## config.mk

```make
export PLATFORM = sky130hd
export DESIGN_NAME = encoder_accelerated_setpoint_unit
export DESIGN_NICKNAME = d
export VERILOG_FILES = /design/src/hdl/eas_pkg.sv /design/src/hdl/eas_update.sv /design/src/hdl/encoder_accelerated_setpoint_unit.sv
export SDC_FILE = /design/constraint.sdc
export NUM_CORES = 1
export LEC_CHECK = 0
export BUFFER_PORTS_ARGS = -buffer_cell sky130_fd_sc_hd__buf_2
export CORE_AREA = 2 2 220 222
export CTS_CLUSTER_SIZE = 40
export DETAILED_ROUTE_END_ITERATION = 10
export DIE_AREA = 0 0 222 224
export HOLD_SLACK_MARGIN = 0.02
export PLACE_DENSITY = 0.58
export SYNTH_ARGS = -nofsm -noshare
export SYNTH_HDL_FRONTEND = slang
export SYNTH_HIERARCHICAL = 1
export SYNTH_SLANG_ARGS = --single-unit
export TNS_END_PERCENT = 30
```

## constraint.sdc

```tcl
create_clock -name clk -period 8 [get_ports clk]
set_clock_uncertainty 0.15 [all_clocks]
set_input_delay 0.4 -clock clk [delete_from_list [all_inputs] [get_ports clk]]
set_output_delay 0.4 -clock clk [all_outputs]
set_load 0.03 [all_outputs]
```

## src/hdl/eas_pkg.sv

```systemverilog
// Shared types and constants for the two-knob setpoint unit with acceleration.
// Used by eas_update and the top level; depends on nothing.
package eas_pkg;

  // Configuration register indexes
  typedef enum logic [2:0] {
    CFG_FAST_THRESHOLD = 3'd0,
    CFG_WINDOW_TICKS   = 3'd1,
    CFG_TIME_CAP       = 3'd2,
    CFG_TIME_FLOOR     = 3'd3,
    CFG_SPEED_CAP      = 3'd4,
    CFG_SPEED_FLOOR    = 3'd5
  } cfg_reg_t;

  localparam int unsigned CfgIndexW = 3;
  localparam int unsigned CfgDataW  = 17;

  // Register reset values
  localparam logic [15:0] FAST_THRESHOLD_RST = 16'd10;
  localparam logic [15:0] WINDOW_TICKS_RST   = 16'd1000;
  localparam logic [16:0] TIME_CAP_RST       = 17'd86400;
  localparam logic [16:0] TIME_FLOOR_RST     = 17'd60;
  localparam logic [15:0] SPEED_CAP_RST      = 16'd1500;
  localparam logic [15:0] SPEED_FLOOR_RST    = 16'd100;

  // Step sizes
  localparam logic [16:0] TIME_STEP_FINE    = 17'd60;
  localparam logic [16:0] TIME_STEP_COARSE  = 17'd600;
  localparam logic [15:0] SPEED_STEP_FINE   = 16'd5;
  localparam logic [15:0] SPEED_STEP_COARSE = 16'd50;

  // Program number range and edge count ceiling
  localparam logic [3:0]  PROG_FIRST = 4'd1;
  localparam logic [3:0]  PROG_LAST  = 4'd9;
  localparam logic [15:0] EDGE_SAT   = 16'hFFFF;

  // Input item codes
  localparam logic FUNC_TICK = 1'b0;
  localparam logic KNOB_TIME = 1'b0;

  typedef struct packed {
    logic [15:0] fast_threshold;
    logic [15:0] window_ticks;
    logic [16:0] time_cap;
    logic [16:0] time_floor;
    logic [15:0] speed_cap;
    logic [15:0] speed_floor;
  } cfg_t;

  typedef struct packed {
    logic func;
    logic knob;
    logic phase_b_level;
    logic param_mode;
  } item_t;

  typedef struct packed {
    logic [15:0]       tick_counter;
    logic [1:0][15:0]  edge_count;
    logic [1:0][15:0]  rate_latch;
    logic [16:0]       time_value;
    logic [15:0]       speed_value;
    logic [3:0]        program_value;
  } state_t;

  typedef struct packed {
    logic [16:0] time_setpoint;
    logic [15:0] speed_setpoint;
    logic [3:0]  program_number;
    logic        time_blink;
    logic        speed_blink;
    logic        param_reload;
  } result_t;

endpackage

```

## src/hdl/eas_update.sv

```systemverilog
// Next-state and result logic for one tick or detent edge transaction.
// Depends on eas_pkg for the state, item, configuration and result types.
module eas_update (
  input  eas_pkg::state_t  st,
  input  eas_pkg::cfg_t    cfg,
  input  eas_pkg::item_t   item,
  output eas_pkg::state_t  st_next,
  output eas_pkg::result_t res
);

  logic [15:0] tick_inc;
  logic        window_end;
  logic        fast;
  logic [16:0] time_step;
  logic [16:0] time_diff;
  logic [17:0] time_sum;
  logic [15:0] speed_step;
  logic [15:0] speed_diff;
  logic [16:0] speed_sum;

  // Shared arithmetic
  assign tick_inc   = st.tick_counter + 16'd1;
  assign window_end = (tick_inc == 16'd0) || (tick_inc >= cfg.window_ticks);
  assign fast       = st.rate_latch[item.knob] >= cfg.fast_threshold;
  assign time_step  = fast ? eas_pkg::TIME_STEP_COARSE : eas_pkg::TIME_STEP_FINE;
  assign time_diff  = st.time_value - time_step;
  assign time_sum   = {1'b0, st.time_value} + {1'b0, time_step};
  assign speed_step = fast ? eas_pkg::SPEED_STEP_COARSE : eas_pkg::SPEED_STEP_FINE;
  assign speed_diff = st.speed_value - speed_step;
  assign speed_sum  = {1'b0, st.speed_value} + {1'b0, speed_step};

  // Advance the state for one transaction
  always_comb begin
    st_next         = st;
    res.time_blink  = 1'b0;
    res.speed_blink = 1'b0;
    res.param_reload = 1'b0;
    if (item.func == eas_pkg::FUNC_TICK) begin
      // Close the window when it ends: latch rates and restart counts; else count the tick
      if (window_end) begin
        st_next.rate_latch   = st.edge_count;
        st_next.edge_count   = '0;
        st_next.tick_counter = '0;
      end else begin
        st_next.tick_counter = tick_inc;
      end
    end else begin
      // Count the edge, saturating
      if (st.edge_count[item.knob] != eas_pkg::EDGE_SAT) begin
        st_next.edge_count[item.knob] = st.edge_count[item.knob] + 16'd1;
      end
      if (item.param_mode) begin
        if (item.phase_b_level) begin
          st_next.program_value = (st.program_value <= eas_pkg::PROG_FIRST) ?
                                  eas_pkg::PROG_LAST : st.program_value - 4'd1;
        end else begin
          st_next.program_value = (st.program_value >= eas_pkg::PROG_LAST) ?
                                  eas_pkg::PROG_FIRST : st.program_value + 4'd1;
        end
        res.param_reload = 1'b1;
      end else if (item.knob == eas_pkg::KNOB_TIME) begin
        if (item.phase_b_level) begin
          // Drop to zero below the minimum
          if ((st.time_value < time_step) || (time_diff < cfg.time_floor)) begin
            st_next.time_value = '0;
          end else begin
            st_next.time_value = time_diff;
          end
        end else begin
          st_next.time_value = (time_sum > {1'b0, cfg.time_cap}) ?
                               cfg.time_cap : time_sum[16:0];
        end
        res.time_blink = 1'b1;
      end else begin
        if (item.phase_b_level) begin
          if ((st.speed_value < speed_step) || (speed_diff < cfg.speed_floor)) begin
            st_next.speed_value = cfg.speed_floor;
          end else begin
            st_next.speed_value = speed_diff;
          end
        end else begin
          st_next.speed_value = (speed_sum > {1'b0, cfg.speed_cap}) ?
                                cfg.speed_cap : speed_sum[15:0];
        end
        res.speed_blink = 1'b1;
      end
    end
    res.time_setpoint  = st_next.time_value;
    res.speed_setpoint = st_next.speed_value;
    res.program_number = st_next.program_value;
  end

endmodule

```

## src/hdl/encoder_accelerated_setpoint_unit.sv

```systemverilog
// Top level of the two-knob setpoint unit with rotation-rate acceleration.
// Depends on eas_pkg and eas_update.
//
// Usage:
//   Input channel (in_valid / in_stall) carries one transaction per task tick
//   or detent edge: func, knob, phase_b_level, param_mode.
//   Output channel (out_valid / out_stall) returns one result per input:
//   the three setpoints and the blink / reload flags for that transaction.
//   Configuration channel (cfg_valid / cfg_ready, cfg_index, cfg_data) writes
//   one of six registers; cfg_ready is always high. Write only while idle.
// Timing:
//   The path runs through the input register, then the update logic into
//   the result register. One transaction is accepted every cycle while no
//   out_stall holds the result; the rate is set by the state update between those registers.
// Reset:
//   rst (synchronous) empties both stages, loads the register defaults and
//   clears the rate counters; speed starts at 100, program number at 1.
// Stall:
//   A stalled result holds in the result register; the input register keeps
//   its transaction and raises in_stall until the result register frees.
module encoder_accelerated_setpoint_unit (
  input  logic                           clk,
  input  logic                           rst,
  // Input channel
  input  logic                           in_valid,
  output logic                           in_stall,
  input  logic                           func,
  input  logic                           knob,
  input  logic                           phase_b_level,
  input  logic                           param_mode,
  // Output channel
  output logic                           out_valid,
  input  logic                           out_stall,
  output logic [16:0]                    time_setpoint,
  output logic [15:0]                    speed_setpoint,
  output logic [3:0]                     program_number,
  output logic                           time_blink,
  output logic                           speed_blink,
  output logic                           param_reload,
  // Configuration channel
  input  logic                           cfg_valid,
  output logic                           cfg_ready,
  input  logic [eas_pkg::CfgIndexW-1:0]  cfg_index,
  input  logic [eas_pkg::CfgDataW-1:0]   cfg_data
);

  eas_pkg::cfg_t    cfg;
  eas_pkg::state_t  st;
  eas_pkg::state_t  st_next;
  eas_pkg::item_t   item;
  eas_pkg::result_t res_next;
  eas_pkg::result_t res;
  logic             item_valid;
  logic             in_take;
  logic             load_out;

  // Handshake
  assign load_out  = item_valid && (!out_valid || !out_stall);
  assign in_stall  = item_valid && !load_out;
  assign in_take   = in_valid && !in_stall;
  assign cfg_ready = 1'b1;

  // Configuration registers
  always_ff @(posedge clk) begin
    if (rst) begin
      cfg.fast_threshold <= eas_pkg::FAST_THRESHOLD_RST;
      cfg.window_ticks   <= eas_pkg::WINDOW_TICKS_RST;
      cfg.time_cap       <= eas_pkg::TIME_CAP_RST;
      cfg.time_floor     <= eas_pkg::TIME_FLOOR_RST;
      cfg.speed_cap      <= eas_pkg::SPEED_CAP_RST;
      cfg.speed_floor    <= eas_pkg::SPEED_FLOOR_RST;
    end else if (cfg_valid && cfg_ready) begin
      unique case (cfg_index)
        eas_pkg::CFG_FAST_THRESHOLD: cfg.fast_threshold <= cfg_data[15:0];
        eas_pkg::CFG_WINDOW_TICKS:   cfg.window_ticks   <= cfg_data[15:0];
        eas_pkg::CFG_TIME_CAP:       cfg.time_cap       <= cfg_data;
        eas_pkg::CFG_TIME_FLOOR:     cfg.time_floor     <= cfg_data;
        eas_pkg::CFG_SPEED_CAP:      cfg.speed_cap      <= cfg_data[15:0];
        eas_pkg::CFG_SPEED_FLOOR:    cfg.speed_floor    <= cfg_data[15:0];
        default: ;
      endcase
    end
  end

  // Input register: hold the transaction until the result register frees
  always_ff @(posedge clk) begin
    if (rst) begin
      item_valid <= 1'b0;
    end else if (in_take) begin
      item_valid <= 1'b1;
    end else if (load_out) begin
      item_valid <= 1'b0;
    end
  end

  always_ff @(posedge clk) begin
    if (in_take) begin
      item <= '{func: func, knob: knob, phase_b_level: phase_b_level,
                param_mode: param_mode};
    end
  end

  eas_update u_update (
    .st      (st),
    .cfg     (cfg),
    .item    (item),
    .st_next (st_next),
    .res     (res_next)
  );

  // Setpoint and rate state: advance when a result is loaded
  always_ff @(posedge clk) begin
    if (rst) begin
      st.tick_counter  <= '0;
      st.edge_count    <= '0;
      st.rate_latch    <= '0;
      st.time_value    <= '0;
      st.speed_value   <= eas_pkg::SPEED_FLOOR_RST;
      st.program_value <= eas_pkg::PROG_FIRST;
    end else if (load_out) begin
      st <= st_next;
    end
  end

  // Result register
  always_ff @(posedge clk) begin
    if (rst) begin
      out_valid <= 1'b0;
    end else if (load_out) begin
      out_valid <= 1'b1;
    end else if (!out_stall) begin
      out_valid <= 1'b0;
    end
  end

  always_ff @(posedge clk) begin
    if (load_out) begin
      res <= res_next;
    end
  end

  assign time_setpoint  = res.time_setpoint;
  assign speed_setpoint = res.speed_setpoint;
  assign program_number = res.program_number;
  assign time_blink     = res.time_blink;
  assign speed_blink    = res.speed_blink;
  assign param_reload   = res.param_reload;

endmodule

```

==> out/metrics.yaml <==
synth_area_leaders: "dfxtp_1, mux2i_1, nand2b_1"
seq_area_frac_synth_pct: 30.2
cts_made_buffers: 31
n_antenna_cell: 0
relSlewSlack_pct: 19.9
cp-end-kind: "flop"
async_flop_share_pct: 0
cts_resized: 0
num_rows: 80
leakagePower_nw: 8.24
crit_arrival_ps: 7760
vias: 14800
finalSetupTns_ps: 0
yosys_warnings: 6
grt-ovfl-total: 0
ys.flop_type: "dfxtp_1"
cts.sinks: 261
fmax_mhz: 135
cts_buffer_depth: 3
core_sq_mm: 0.0473
synth.top_cell.area_share_pct: 23.2
sw_frac_of_total_pct: 25.1
fin_cells: 2738
hpwl_um: 35500
drc: 0
worstHoldPathType: "input port to flop"
cts_tree: "done"
period_needed_ps: 7410
dieHeight_um: 224
fill_cells: 4639
syn_nets: 2289
slew_violations: 0
hold_violations: 0
synth_cell_type_count: 87
yosys.area.top_type: "dfxtp_1"
grt_max_degree: 149
dp.cells: 2665
pwr-share-seq_pct: 43.5
holdWs_ps: 63.8
cap_violations: 0
fp.dieW_um: 222
synth-edff-count: 44
place_congestion: 0.914
setup_violations: 0
cts-root-buf: "clkbuf_16"
insertion_delay_ps: 590
areaGrowthSynthToFinish_pct: 8.76
regArea_sq_mm: 0.00567
preCtsSetupSlack_ps: 653
grt_pass1_vias: 14600
synthCells: 2137
first_iter_violations: 860
p_comb_share_pct: 9.7
via_per_inst: 5.41
fin_nets: 2252
p_int_mw: 2.37
powerDensity_mw_per_mm2: 155
initial_core_util_pct: 39.6
crit_type: "flop to flop"
antenna_found_initial: 0
clkPwrFrac_pct: 46.8
status: "finished, final reports clean"
io_pins: 72
multiInputGateArea_sq_mm: 0.0117
ys_seq_elements: 261
wl_per_cell_um: 18.1
drt-total-wl_um: 49600
syn_avg_cell_area_sq_um: 8.77
drive_above_1_share_pct: 8.90
final_core_util_pct: 43.1
cts.htree.levels: 1
critPathMaxFanout: 28
fin_ws_ps: 594
vdd_drop_max_v: 0.000126
cp-startpoint: "item[2]"
cts.clk_slew.worst_paths_ps: 60
portBuffers: 70
r2r_start: "item[2]"
worst_setup_path_start_kind: "flop"
netlist_area_sq_mm: 0.0187
grt_setup_unrepaired: "false"
antenna_left: 0
power.switching_uw: 794
die-area_sq_mm: 0.0497
cp_data_required_time_ps: 8350
min-delay-start: "cfg_data[7]"
grtUsageTotal_pct: 19.8
dr.pass1.iters: 6
post-route-period-util_pct: 92.6
grt_pass1_wl_um: 80100
worst_slew_pin_slew_ps: 1180
-- power by group through the flow --
stage,sequential (mW),combinational [mW],clock [mW]
6_report,1.38,0.308,1.48
5_1_grt,1.38,0.335,1.57
4_1_cts,1.38,0.309,1.52
3_5_place_dp,1.41,0.302,0
3_3_place_gp,1.41,0.297,0
2_1_floorplan,1.42,0.210,0
-- cell usage in the layout (no fill, tap or decap), drive strengths merged, types with 5 or more instances in the layout --
cell type / n
a22o: 11
nor4: 10
or4: 8
nand3b: 8
nor3: 18
a21oi: 65
nor2: 114
ha: 121
a211o: 7
o211ai: 40
buf: 90
a21o: 26
dlygate4sd3: 17
nand3: 52
nor2b: 10
or2: 6
nand2: 111
a31oi: 16
clkbuf: 51
mux2: 56
nand2b: 328
and3: 9
xor2: 38
a2111oi: 5
o31ai: 6
o21a: 7
inv: 124
dfxtp: 217
nand4: 32
clkinv: 5
edfxtp: 44
xnor2: 49
mux2i: 241
and4: 5
o21ai: 79
a211oi: 22
or3: 8
-- stage by stage --
stage,power (mW),instance area [sq um]
after floorplan,1.63,18700
after global placement,1.70,19100
after detailed placement,1.71,19100
after CTS,3.21,20400
after global routing,3.28,20400
final,3.17,20400
-- sequential cells by signal, summed over array words and instances, names as in the netlist --
signal          flops
st                117
cfg                98
time_setpoint      17
speed_setpoint     16
item                4
program_number      4
item_valid          1
out_valid           1
param_reload        1
speed_blink         1
time_blink          1
-- path summary, 6_finish.rpt --
check / slack (ps) / depth (start not counted) / endpoint
max: 590 / 25 / st[4]
min reg2reg: 330 / 2 / cfg[46]
min: 60 / 3 / cfg[89]
max reg2reg: 590 / 25 / st[4]
-- critical path: stages, from the launching register on --
cell and delay (ps):
edfxtp_1 470, buf_4 390, mux2_2 390, ha_1 290, a21o_1 180, a21o_1 170, a221oi_1 350, o21ai_0 360
ha_1 440, o21bai_1 100, a2111oi_1 690, o31ai_1 160, buf_4 190, or3_1 340, xnor2_1 160, ha_1 310
nand4_1 100, a211o_1 270, a211oi_1 250, a211oi_1 90, buf_4 170, nor2_1 560, o21ai_1 130, a221oi_1 390
nand2b_1 90, mux2i_1 120
-- kinds of logic after synthesis --
family	after synthesis	share of synthesized area [%]
multiplexers	297	16.2
XOR/XNOR	87	4.06
flip-flops	261	30.2
adder cells (fa/ha/maj)	123	8.29
buffers and inverters	302	7.53
AND/OR/NAND/NOR	740	22.0
AO/OA/AOI/OAI	326	11.7
other	1	0.0200
-- routing by layer --
metal  track usage [%]  part of all wire, %  wire length [um]  up-vias
li1                  -                    -                 -     7317
met1              27.1                   48             23800     7141
met2              32.9                   46             22700      279
met3              2.64                  3.8              1900       76
met4              5.14                  2.3              1140        0
met5                 0                    0                 0        -
-- area by class of cell --
class | count | share of cell area (%)
Inverter | 124 | 2.28
Multi-Input combinational cell | 1574 | 57.4
Clock buffer | 50 | 5.16
Tap cell | 615 | 3.77
Clock inverter | 6 | 0.196
Sequential cell | 261 | 27.8
Timing Repair Buffer | 108 | 3.37
-- timing repair --
action,in CTS,in global routing
endpoints found under the hold margin,19,0
hold buffers,17,0
buffers inserted,0,0
-- cell usage after synthesis, types with 18 or more instances --
cell type  instances
nand2b_1         328
mux2i_1          241
dfxtp_1          217
ha_1             121
inv_1            121
nor2_1           113
nand2_1          111
clkbuf_1          87
a21oi_1           65
o21ai_0           60
nand3_1           51
xnor2_1           49
edfxtp_1          44
buf_4             43
o211ai_1          40
buf_2             38
xor2_1            38
mux2_1            35
nand4_1           31
a21o_1            26
a211oi_1          22
mux2_2            21
o21ai_1           19
nor3_1            18
(Power assumes the default switching activity.)
